**src/rtl/core/ilir_pkg.sv**
```systemverilog
// ---------------------------------------------------------------------------
// Indexed list package
// Sizes, operation and status codes, and the command that is broadcast to
// every storage cell of the list.
// ---------------------------------------------------------------------------
`default_nettype none

package ilir_pkg;

    localparam int CAPACITY  = 256;
    localparam int DATA_W    = 32;
    localparam int IDX_W     = 8;
    localparam int KIND_W    = 2;
    localparam int STAT_W    = 2;
    localparam int OUT_CNT_W = 9;
    localparam int CNT_W     = $clog2(CAPACITY + 1);
    localparam int POS_W     = (CAPACITY > 1) ? $clog2(CAPACITY) : 1;
    localparam int CMP_W     = (CNT_W > IDX_W) ? CNT_W : IDX_W;
    localparam int GROUP     = 16;
    localparam int NGROUPS   = (CAPACITY + GROUP - 1) / GROUP;
    localparam int NGRP_W    = (NGROUPS > 1) ? $clog2(NGROUPS) : 1;

    typedef enum logic [KIND_W-1:0] {
        KIND_GET    = 2'd0,
        KIND_INSERT = 2'd1,
        KIND_REMOVE = 2'd2,
        KIND_NONE   = 2'd3
    } ilir_kind_t;

    typedef enum logic [STAT_W-1:0] {
        STAT_OK     = 2'd0,
        STAT_BOUNDS = 2'd1,
        STAT_FULL   = 2'd2
    } ilir_status_t;

    typedef struct packed {
        logic              ins_en;
        logic              rem_en;
        logic [IDX_W-1:0]  index;
        logic [DATA_W-1:0] value;
    } ilir_op_t;

endpackage

`default_nettype wire

```
**src/rtl/core/ilir_cell.sv**
```systemverilog
// ---------------------------------------------------------------------------
// Indexed list storage cell
// Holds one list entry. At or above the op index, an insert takes its left
// neighbour's entry or the new value; a remove takes its right neighbour's.
// ---------------------------------------------------------------------------
`default_nettype none

module ilir_cell
    import ilir_pkg::*;
(
    input  wire logic              aclk,
    input  wire ilir_op_t          op,
    input  wire logic [POS_W-1:0]  pos,
    input  wire logic [DATA_W-1:0] left_val,
    input  wire logic [DATA_W-1:0] right_val,
    output logic      [DATA_W-1:0] val,
    output logic      [DATA_W-1:0] sel_val
);

    logic [DATA_W-1:0] val_reg;
    logic [DATA_W-1:0] val_next;
    logic [CMP_W-1:0]  pos_c;
    logic [CMP_W-1:0]  idx_c;

    assign pos_c = CMP_W'(pos);
    assign idx_c = CMP_W'(op.index);

    always_comb begin
        val_next = val_reg;
        if (op.ins_en && (pos_c > idx_c)) begin
            val_next = left_val;
        end else if (op.ins_en && (pos_c == idx_c)) begin
            val_next = op.value;
        end else if (op.rem_en && (pos_c >= idx_c)) begin
            val_next = right_val;
        end
    end

    always_ff @(posedge aclk) begin
        val_reg <= val_next;
    end

    assign val     = val_reg;
    assign sel_val = (pos_c == idx_c) ? val_reg : '0;

endmodule

`default_nettype wire

```
**config.mk**
```make
export PLATFORM = sky130hd
export DESIGN_NAME = ilir_cell
export DESIGN_NICKNAME = d
export VERILOG_FILES = /design/src/rtl/core/ilir_pkg.sv /design/src/rtl/core/ilir_cell.sv
export SDC_FILE = /design/constraint.sdc
export NUM_CORES = 1
export LEC_CHECK = 0
export BUFFER_PORTS_ARGS = -buffer_cell sky130_fd_sc_hd__buf_2
export CAP_MARGIN = 20
export CORE_MARGIN = 10
export CORE_UTILIZATION = 40
export DETAILED_ROUTE_END_ITERATION = 8
export GPL_TIMING_DRIVEN = 0
export PLACE_DENSITY = 0.87
export SYNTH_ARGS = -nofsm -noshare
export SYNTH_HDL_FRONTEND = slang
export SYNTH_SLANG_ARGS = --single-unit
export TNS_END_PERCENT = 30
```
**constraint.sdc**
```tcl
create_clock -name aclk -period 4.5 [get_ports aclk]
set_clock_uncertainty 0.15 [all_clocks]
set_input_delay 0.9 -clock aclk [delete_from_list [all_inputs] [get_ports aclk]]
set_output_delay 0.9 -clock aclk [all_outputs]
set_load 0.005 [all_outputs]
```
==> results of run 1 <==
[metrics by stage]
| step | instances | TNS [ps] |
|---|---|---|
| 2_1_floorplan | 170 | 0 |
| 3_3_place_gp | 420 | -13950 |
| 3_5_place_dp | 421 | 0 |
| 4_1_cts | 428 | 0 |
| 5_1_grt | 428 | 0 |
| 6_report | 428 | 0 |
[worst max-delay path by stage]
stage | start | end | slack [ps]
floorplan | op[39] | val[0] | 390
global placement | op[39] | val[12] | -440
detailed placement | op[39] | sel_val[4] | 610
CTS | op[39] | sel_val[4] | 620
global route | op[39] | sel_val[1] | 450
finish | op[39] | sel_val[1] | 650
[layer usage]
metal	vias to the layer above	global-route usage, %
li1	986	-
met1	927	14.95
met2	104	29.01
met3	6	3.701
met4	0	5.085
met5	-	0
[layout make-up]
type	instances	area (um^2)
multi-input cells	120	1297
clock inverters	1	5.005
inverters	9	33.78
repair buffers	179	918.4
well taps	72	90.09
flip-flops and latches	32	960.9
plain buffers	9	60.06
clock buffers	6	72.57
fillers	476	2170
[power by group]
group / total, mW / switching [mW] / internal, mW / leakage, nW
sequential: 0.404 / 0.0191 / 0.385 / 0.303
clock: 0.199 / 0.0938 / 0.105 / 0.0410
combinational: 0.237 / 0.0947 / 0.142 / 1.39
[kinds of logic (layout without fill, tap and decap cells)]
family	count (synthesis)	in the layout	synth area share, %
adder cells (fa/ha/maj)	8	8	4.276
flip-flops	32	32	41.05
AND/OR/NAND/NOR	40	40	11.22
buffers and inverters	18	204	4.008
AO/OA/AOI/OAI	8	8	3.848
multiplexers	64	64	35.60
[Yosys cell counts (all sizes together)]
cell type	count
clkbuf	3
or3	1
inv	9
a2111oi	1
nand2b	1
mux2	64
nand4	2
o21a	2
nor2	3
buf	6
and2	32
o21ai	1
o32ai	1
nand2	1
a21oi	3
edfxtp	32
ha	8
[worst max-delay path, stage by stage]
cell and delay, ps:
buf_2 70, inv_1 30, ha_1 310, nand4_2 180, nor2_4 320, buf_2 310
clkbuf_1 370, and2_1 180, buf_2 120
==> flow_summary.ini, run 1 <==
[yosys]
yosysTopAreaCell = edfxtp_1
synth-seq-cells = 32
synth_cell_types = 21
synthTopCellsByArea = edfxtp_1 41%, mux2_4 19%, mux2_2 16%
synthDominantCellAreaShare_pct = 41.05
yosysWarningCount = 0
ys_seq_area_share_pct = 41.05
syn_inst = 170
netlist_area_um2 = 2341
synth_area_per_cell_um2 = 13.77
syn_nets = 293

[routing]
wl_per_cell_um = 17.44
detail_route.wirelength_mm = 7.466
final_antenna_net_count = 0
vias_per_cell = 4.727
wl_met3_um = 671
wl_met1_mm = 2.508
vias = 2023
firstDrtPassIters = 4
drc = 0
top_layer_used = met4
drtIter0Drc = 39
wl_met2_mm = 4.185

[setup_path]
required_ps = 3450
startpoint_type = input pin
arrival_ps = 2800
worst-path-max-fanout = 10
critical_path_class = input pin to output pin
cp-end-kind = output pin

[placement]
port_buffers = 178
dpl_worst_slack_ps = 613.6
dp_hpwl_mm = 6.483
place_congestion = 0.8163
placed_area_um2 = 3361

[finish]
area_growth_pct = 46.87
finalNetCount = 479
final_common_cell = buf_2
final_cell_mix = 181 x buf_2, 34 x mux2_2, 32 x and2_1, 32 x edfxtp_1, 30 x mux2_4
layout-drive-gt1-share_pct = 73.60
finalCoreUtilization_pct = 61.31
antennaDiodeCount = 0
largest_reg_flops = 32
fin_area_um2 = 3438

[die]
initial_core_util_pct = 41.74
core_area_um2 = 5608
die_area_um2 = 9312
die_x_um = 96.50
row_count = 27
pin_count = 179
die_height_um = 96.50

[clock_tree]
postCtsSetupBuffers = 0
cts_htree_levels = 2
cts_tree = done
cts-root-buf = clkbuf_8
cts_buffer_depth = 2
clkSinkCount = 32
path_clk_slew_ps = 60
numCtsBuffers = 5
postCtsHoldBufs = 0
cts_resized = 0

[global_route]
grt_pass1_vias = 2190
grt_max_degree = 22
antenna_found_initial = 0
grt_usage_pct = 14.92
gr-total-overflow = 0
grt_pass1_wl_mm = 10.86

[worst_hold_path]
hold_path.class = input pin to register
hp-start = right_val[7]
hold_end = val[7]
holdPathStages = 2

[sta]
finalCritPeriodShare_pct = 85.65
setup_ws_ps = 645.9
slew_viol_final = 0
final-hold-violation-count = 0
relSlewSlack_pct = 68.06
fmax_mhz = 259.5
min_period_ps = 3854
rsz0062_at_grt = false
setup_violations = 0
tightest_slew_ps = 478.0
holdWs_ps = 775.6

[run_status]
status = complete, no violations

[power_and_ir_drop]
vdd_drop_max_mv = 0.1082
p_per_area_nw_per_um2 = 244.2
fin_total_pwr_mw = 0.8396
leakage_nw = 1.735

[run]
maxCapViolations = 0
Power figures use the tool's default switching activity.
==> run 2: changes to the inputs <==
==> constraint.sdc (replaced) <==
create_clock -name aclk -period 3.62 [get_ports aclk]
set_clock_uncertainty 0.15 [all_clocks]
set_input_delay 0.724 -clock aclk [delete_from_list [all_inputs] [get_ports aclk]]
set_output_delay 0.724 -clock aclk [all_outputs]
set_load 0.005 [all_outputs]
==> run 2 against run 1 <==
- combinational power is 25% higher
- wire length is 1.5% higher
- utilization hardly changed
- highest routed layer unchanged
- clock-buffer cell count stayed put
- via count is 0.89% higher
- cell count stayed put
- critical path depth stayed put
- design area hardly changed
- critical path type unchanged
- power is 25% higher
- first-iteration DRC count is 10% lower
==> flow_summary.ini, run 2 (synthesis gave the netlist of run 1 again) <==
[finish]
nFillCells = 480
fin_cells = 428
seqCellArea_um2 = 960.9
final_common_cell = buf_2
multi_input_area_um2 = 1297
finalCoreUtilization_pct = 61.33
final_cell_mix = 181 x buf_2, 34 x mux2_2, 32 x and2_1, 32 x edfxtp_1, 30 x mux2_4
largest_reg_flops = 32
area_growth_pct = 46.93
fin_area_um2 = 3440
finalNetCount = 479
antennaDiodeCount = 0
layout-drive-gt1-share_pct = 73.88

[die]
core_area_um2 = 5608
die_height_um = 96.50
row_count = 27
die_x_um = 96.50
pin_count = 179
die_area_um2 = 9312
initial_core_util_pct = 41.74

[power_and_ir_drop]
pwr-share-comb_pct = 28.3
netSwitchingFraction_pct = 25.18
p_int_mw = 0.7858
leakage_nw = 1.739
vdd_drop_max_mv = 0.1642
pwr-share-seq_pct = 47.8
clock_power_share_pct = 23.9
switching_power_mw = 0.2645
p_per_area_nw_per_um2 = 305.4
fin_total_pwr_mw = 1.050

[routing]
wl_per_cell_um = 17.71
detail_route.wirelength_mm = 7.581
vias_per_cell = 4.769
final_antenna_net_count = 0
drtIter0Drc = 35
vias = 2041
firstDrtPassIters = 4
drc = 0

[placement]
placed_area_um2 = 3361
dpl_worst_slack_ps = 98.87
place_congestion = 0.7928
dp.cells = 421
port_buffers = 178
dp_hpwl_mm = 6.658

[worst_hold_path]
hold_path.class = input pin to register
hold_end = val[27]
holdPathStages = 2
hp-start = right_val[27]

[setup_path]
worst-path-max-fanout = 10
startpoint_type = input pin
required_ps = 2750
path_cells = buf_2, inv_1, ha_1, nand4_2, nor2_4, buf_2, clkbuf_1, and2_1, buf_2
arrival_ps = 2530
crit_family = buffers and inverters
critical_path_class = input pin to output pin
path_buf_inv = 5
cpPeakStageDelay_ps = 310
crit_slowest_cell = ha_1
cp-end-kind = output pin
crit_top_cell = buf_2

[global_route]
grt_max_degree = 23
grt_usage_pct = 15.06
antenna_found_initial = 0
grt_pass1_vias = 2132
gr-total-overflow = 0
grt_pass1_wl_mm = 10.99

[sta]
setup_ws_ps = 220.9
tightest_slew_ps = 454.2
finalCritPeriodShare_pct = 93.90
relSlewSlack_pct = 69.65
final-hold-violation-count = 0
slew_viol_final = 0
min_period_ps = 3399
rsz0062_at_grt = false
fmax_mhz = 294.2
holdWs_ps = 597.9
fin_tns_setup_ps = 0
setup_violations = 0

[clock_tree]
postCtsSetupBuffers = 0
cts_tree = done
numCtsBuffers = 5
cts-root-buf = clkbuf_8
cts_htree_levels = 2
cts_buffer_depth = 2
clkSinkCount = 32
path_clk_slew_ps = 60

[run]
maxCapViolations = 0

[run_status]
status = complete, no violations
## run 2: cell types whose count changed in the layout (fill, tap and decap cells not counted)
cell / delta
clkbuf_1: -1
clkbuf_2: +1
## run 2: worst max-delay path by stage
stage,from,endpoint,slack (ps),depth (start not counted)
4_1_cts,op[39],sel_val[3],110,9
3_3_place_gp,op[39],val[14],-90,6
6_report,op[39],sel_val[14],220,9
2_1_floorplan,op[39],val[0],380,5
5_1_grt,op[39],sel_val[21],10,9
3_5_place_dp,op[39],sel_val[3],100,9
## run 2: power by group through the flow
stage	registers [mW]	clock network, mW	logic [mW]
2_1_floorplan	0.514	0	0.142
3_5_place_dp	0.511	0	0.301
4_1_cts	0.503	0.260	0.302
6_report	0.502	0.251	0.297
3_3_place_gp	0.508	0	0.279
5_1_grt	0.509	0.282	0.319
## run 2: layout make-up
class,count,share of cell area (%)
Multi-Input combinational cell,120,37.72
Sequential cell,32,27.94
Timing Repair Buffer,179,26.70
Tap cell,72,2.619
Clock buffer,6,2.110
Buffer,9,1.782
Inverter,9,0.9822
Clock inverter,1,0.1455
## run 2: timing repair
action / CTS / global route
endpoints found under the setup margin: 0 / 3
hold buffers: 0 / 0
gates resized for setup: 0 / 2
endpoints found under the hold margin: 0 / 0
## run 2: routing by layer
metal | part of all wire (%) | GRT usage (%) | wire (um) | vias to the layer above
met4 | 2.2 | 4.843 | 167 | 0
li1 | - | - | - | 984
met3 | 9.4 | 5.012 | 711 | 12
met2 | 56 | 29.29 | 4230 | 98
met5 | 0 | 0 | 0 | -
met1 | 33 | 14.44 | 2472 | 947
==> run 3: changes to the inputs <==
--- a/config.mk
+++ b/config.mk
@@ -9,6 +9,7 @@
 export CAP_MARGIN = 20
 export CORE_MARGIN = 10
 export CORE_UTILIZATION = 40
+export CTS_CLUSTER_SIZE = 20
 export DETAILED_ROUTE_END_ITERATION = 8
 export GPL_TIMING_DRIVEN = 0
 export PLACE_DENSITY = 0.87
==> constraint.sdc (replaced) <==
create_clock -name aclk -period 3.62 [get_ports aclk]
set_clock_uncertainty 0.15 [all_clocks]
set_input_delay 0.724 -clock aclk [delete_from_list [all_inputs] [get_ports aclk]]
set_output_delay 0.724 -clock aclk [all_outputs]
set_load 0.01 [all_outputs]
==> run 3 against run 2 <==
- cell count did not move
- largest cell class unchanged
- non-clock buffer count did not move
- wire length rose by 0.15%
- design area barely moved
- critical path type unchanged
- die area did not move
- via count fell by 0.29%
==> flow_summary.ini, run 3 (synthesis gave the netlist of run 1 again) <==
[run_status]
status = complete, no violations

[global_route]
grt_pass1_vias = 2132
grt_pass1_wl_mm = 10.99
antenna_found_initial = 0
grt_usage_pct = 15.06
gr-total-overflow = 0
grt_max_degree = 23

[worst_hold_path]
hold_path.class = input pin to register
hp-start = right_val[21]
holdPathStages = 2

[clock_tree]
cts_htree_levels = 2
cts_tree = done
path_clk_slew_ps = 60
clkSinkCount = 32
numCtsBuffers = 5
cts_buffer_depth = 2
cts-root-buf = clkbuf_8

[sta]
rsz0062_at_grt = false
slew_viol_final = 0
final-hold-violation-count = 0
setup_violations = 0
tightest_slew_ps = 454.9
fin_tns_setup_ps = 0
finalCritPeriodShare_pct = 94.63
fmax_mhz = 291.9
relSlewSlack_pct = 69.61
min_period_ps = 3426

[routing]
detail_route.wirelength_mm = 7.592
firstDrtPassIters = 4
vias = 2035
drc = 0
wl_per_cell_um = 17.74
vias_per_cell = 4.755
final_antenna_net_count = 0
drtIter0Drc = 37

[die]
die_height_um = 96.50
die_x_um = 96.50
core_area_um2 = 5608
die_area_um2 = 9312
initial_core_util_pct = 41.74
pin_count = 179
row_count = 27

[setup_path]
startpoint_type = input pin
worst-path-max-fanout = 10
arrival_ps = 2550
cp-end-kind = output pin
critical_path_class = input pin to output pin
required_ps = 2750
crit_path_start = op[39]

[run]
maxCapViolations = 0

[power_and_ir_drop]
vdd_drop_max_mv = 0.1656
leakage_nw = 1.742
p_per_area_nw_per_um2 = 311.6

[placement]
place_congestion = 0.7928
dp.cells = 421
dp_hpwl_mm = 6.658
port_buffers = 178

[finish]
seqCellArea_um2 = 960.9
fin_cells = 428
area_growth_pct = 46.98
finalNetCount = 479
multi_input_area_um2 = 1297
nFillCells = 479
largest_reg_flops = 32
final_cell_mix = 181 x buf_2, 34 x mux2_2, 32 x and2_1, 32 x edfxtp_1, 30 x mux2_4
layout-drive-gt1-share_pct = 74.16
antennaDiodeCount = 0
final_common_cell = buf_2
==> run 3: area by class of cell <==
cell class              instances  area share, %
multi-input cells             120          37.71
flip-flops and latches         32          27.93
repair buffers                179          26.69
well taps                      72          2.618
clock buffers                   6          2.109
plain buffers                   9          1.818
inverters                       9         0.9818
clock inverters                 1         0.1455
==> run 3: final timing paths <==
kind / endpoint / slack (ps)
worst min-delay path: val[21] / 600
worst max-delay path: sel_val[14] / 190
==> run 3: per-stage QoR <==
| step | instance area (um^2) | utilization, % | setup slack [ps] | hold WS (ps) | power, mW |
|---|---|---|---|---|---|
| 2_1_floorplan | 2345 | - | 384.7 | 791.9 | 0.6793 |
| 3_3_place_gp | 3326 | 59.30 | -89.93 | 875.5 | 0.8093 |
| 3_5_place_dp | 3361 | 59.93 | 82.13 | 878.0 | 0.8336 |
| 4_1_cts | 3438 | 61.31 | 91.38 | 585.1 | 1.087 |
| 5_1_grt | 3441 | 61.36 | 10.86 | 577.3 | 1.133 |
| 6_report | 3441 | 61.36 | 194.4 | 599.8 | 1.072 |
==> run 3: where the power goes <==
group / total, mW / switching, mW / internal, mW
combinational: 0.319 / 0.141 / 0.178
clock: 0.251 / 0.120 / 0.130
sequential: 0.502 / 0.0237 / 0.478
total: 1.07 / 0.285 / 0.787
==> run 3: per-layer routing <==
metal	track usage, %	part of all wire (%)	vias up
li1	-	-	983
met1	14.44	32	943
met2	29.29	56	99
met3	5.012	9.6	10
met4	4.843	1.9	0
met5	0	0	-
==> run 3: critical path, stage by stage <==
cell      delay, ps
buf_2            80
inv_1            30
ha_1            310
nand4_2         190
nor2_4          310
buf_2           310
clkbuf_1        290
and2_1          180
buf_2           130
==> run 3: timing repair <==
| action | in CTS | in global routing |
|---|---|---|
| hold buffers | 0 | 0 |
| hold endpoints to repair | 0 | 0 |
| gates resized for setup | 0 | 4 |
| setup buffers | 0 | 0 |
| setup endpoints to repair | 0 | 6 |
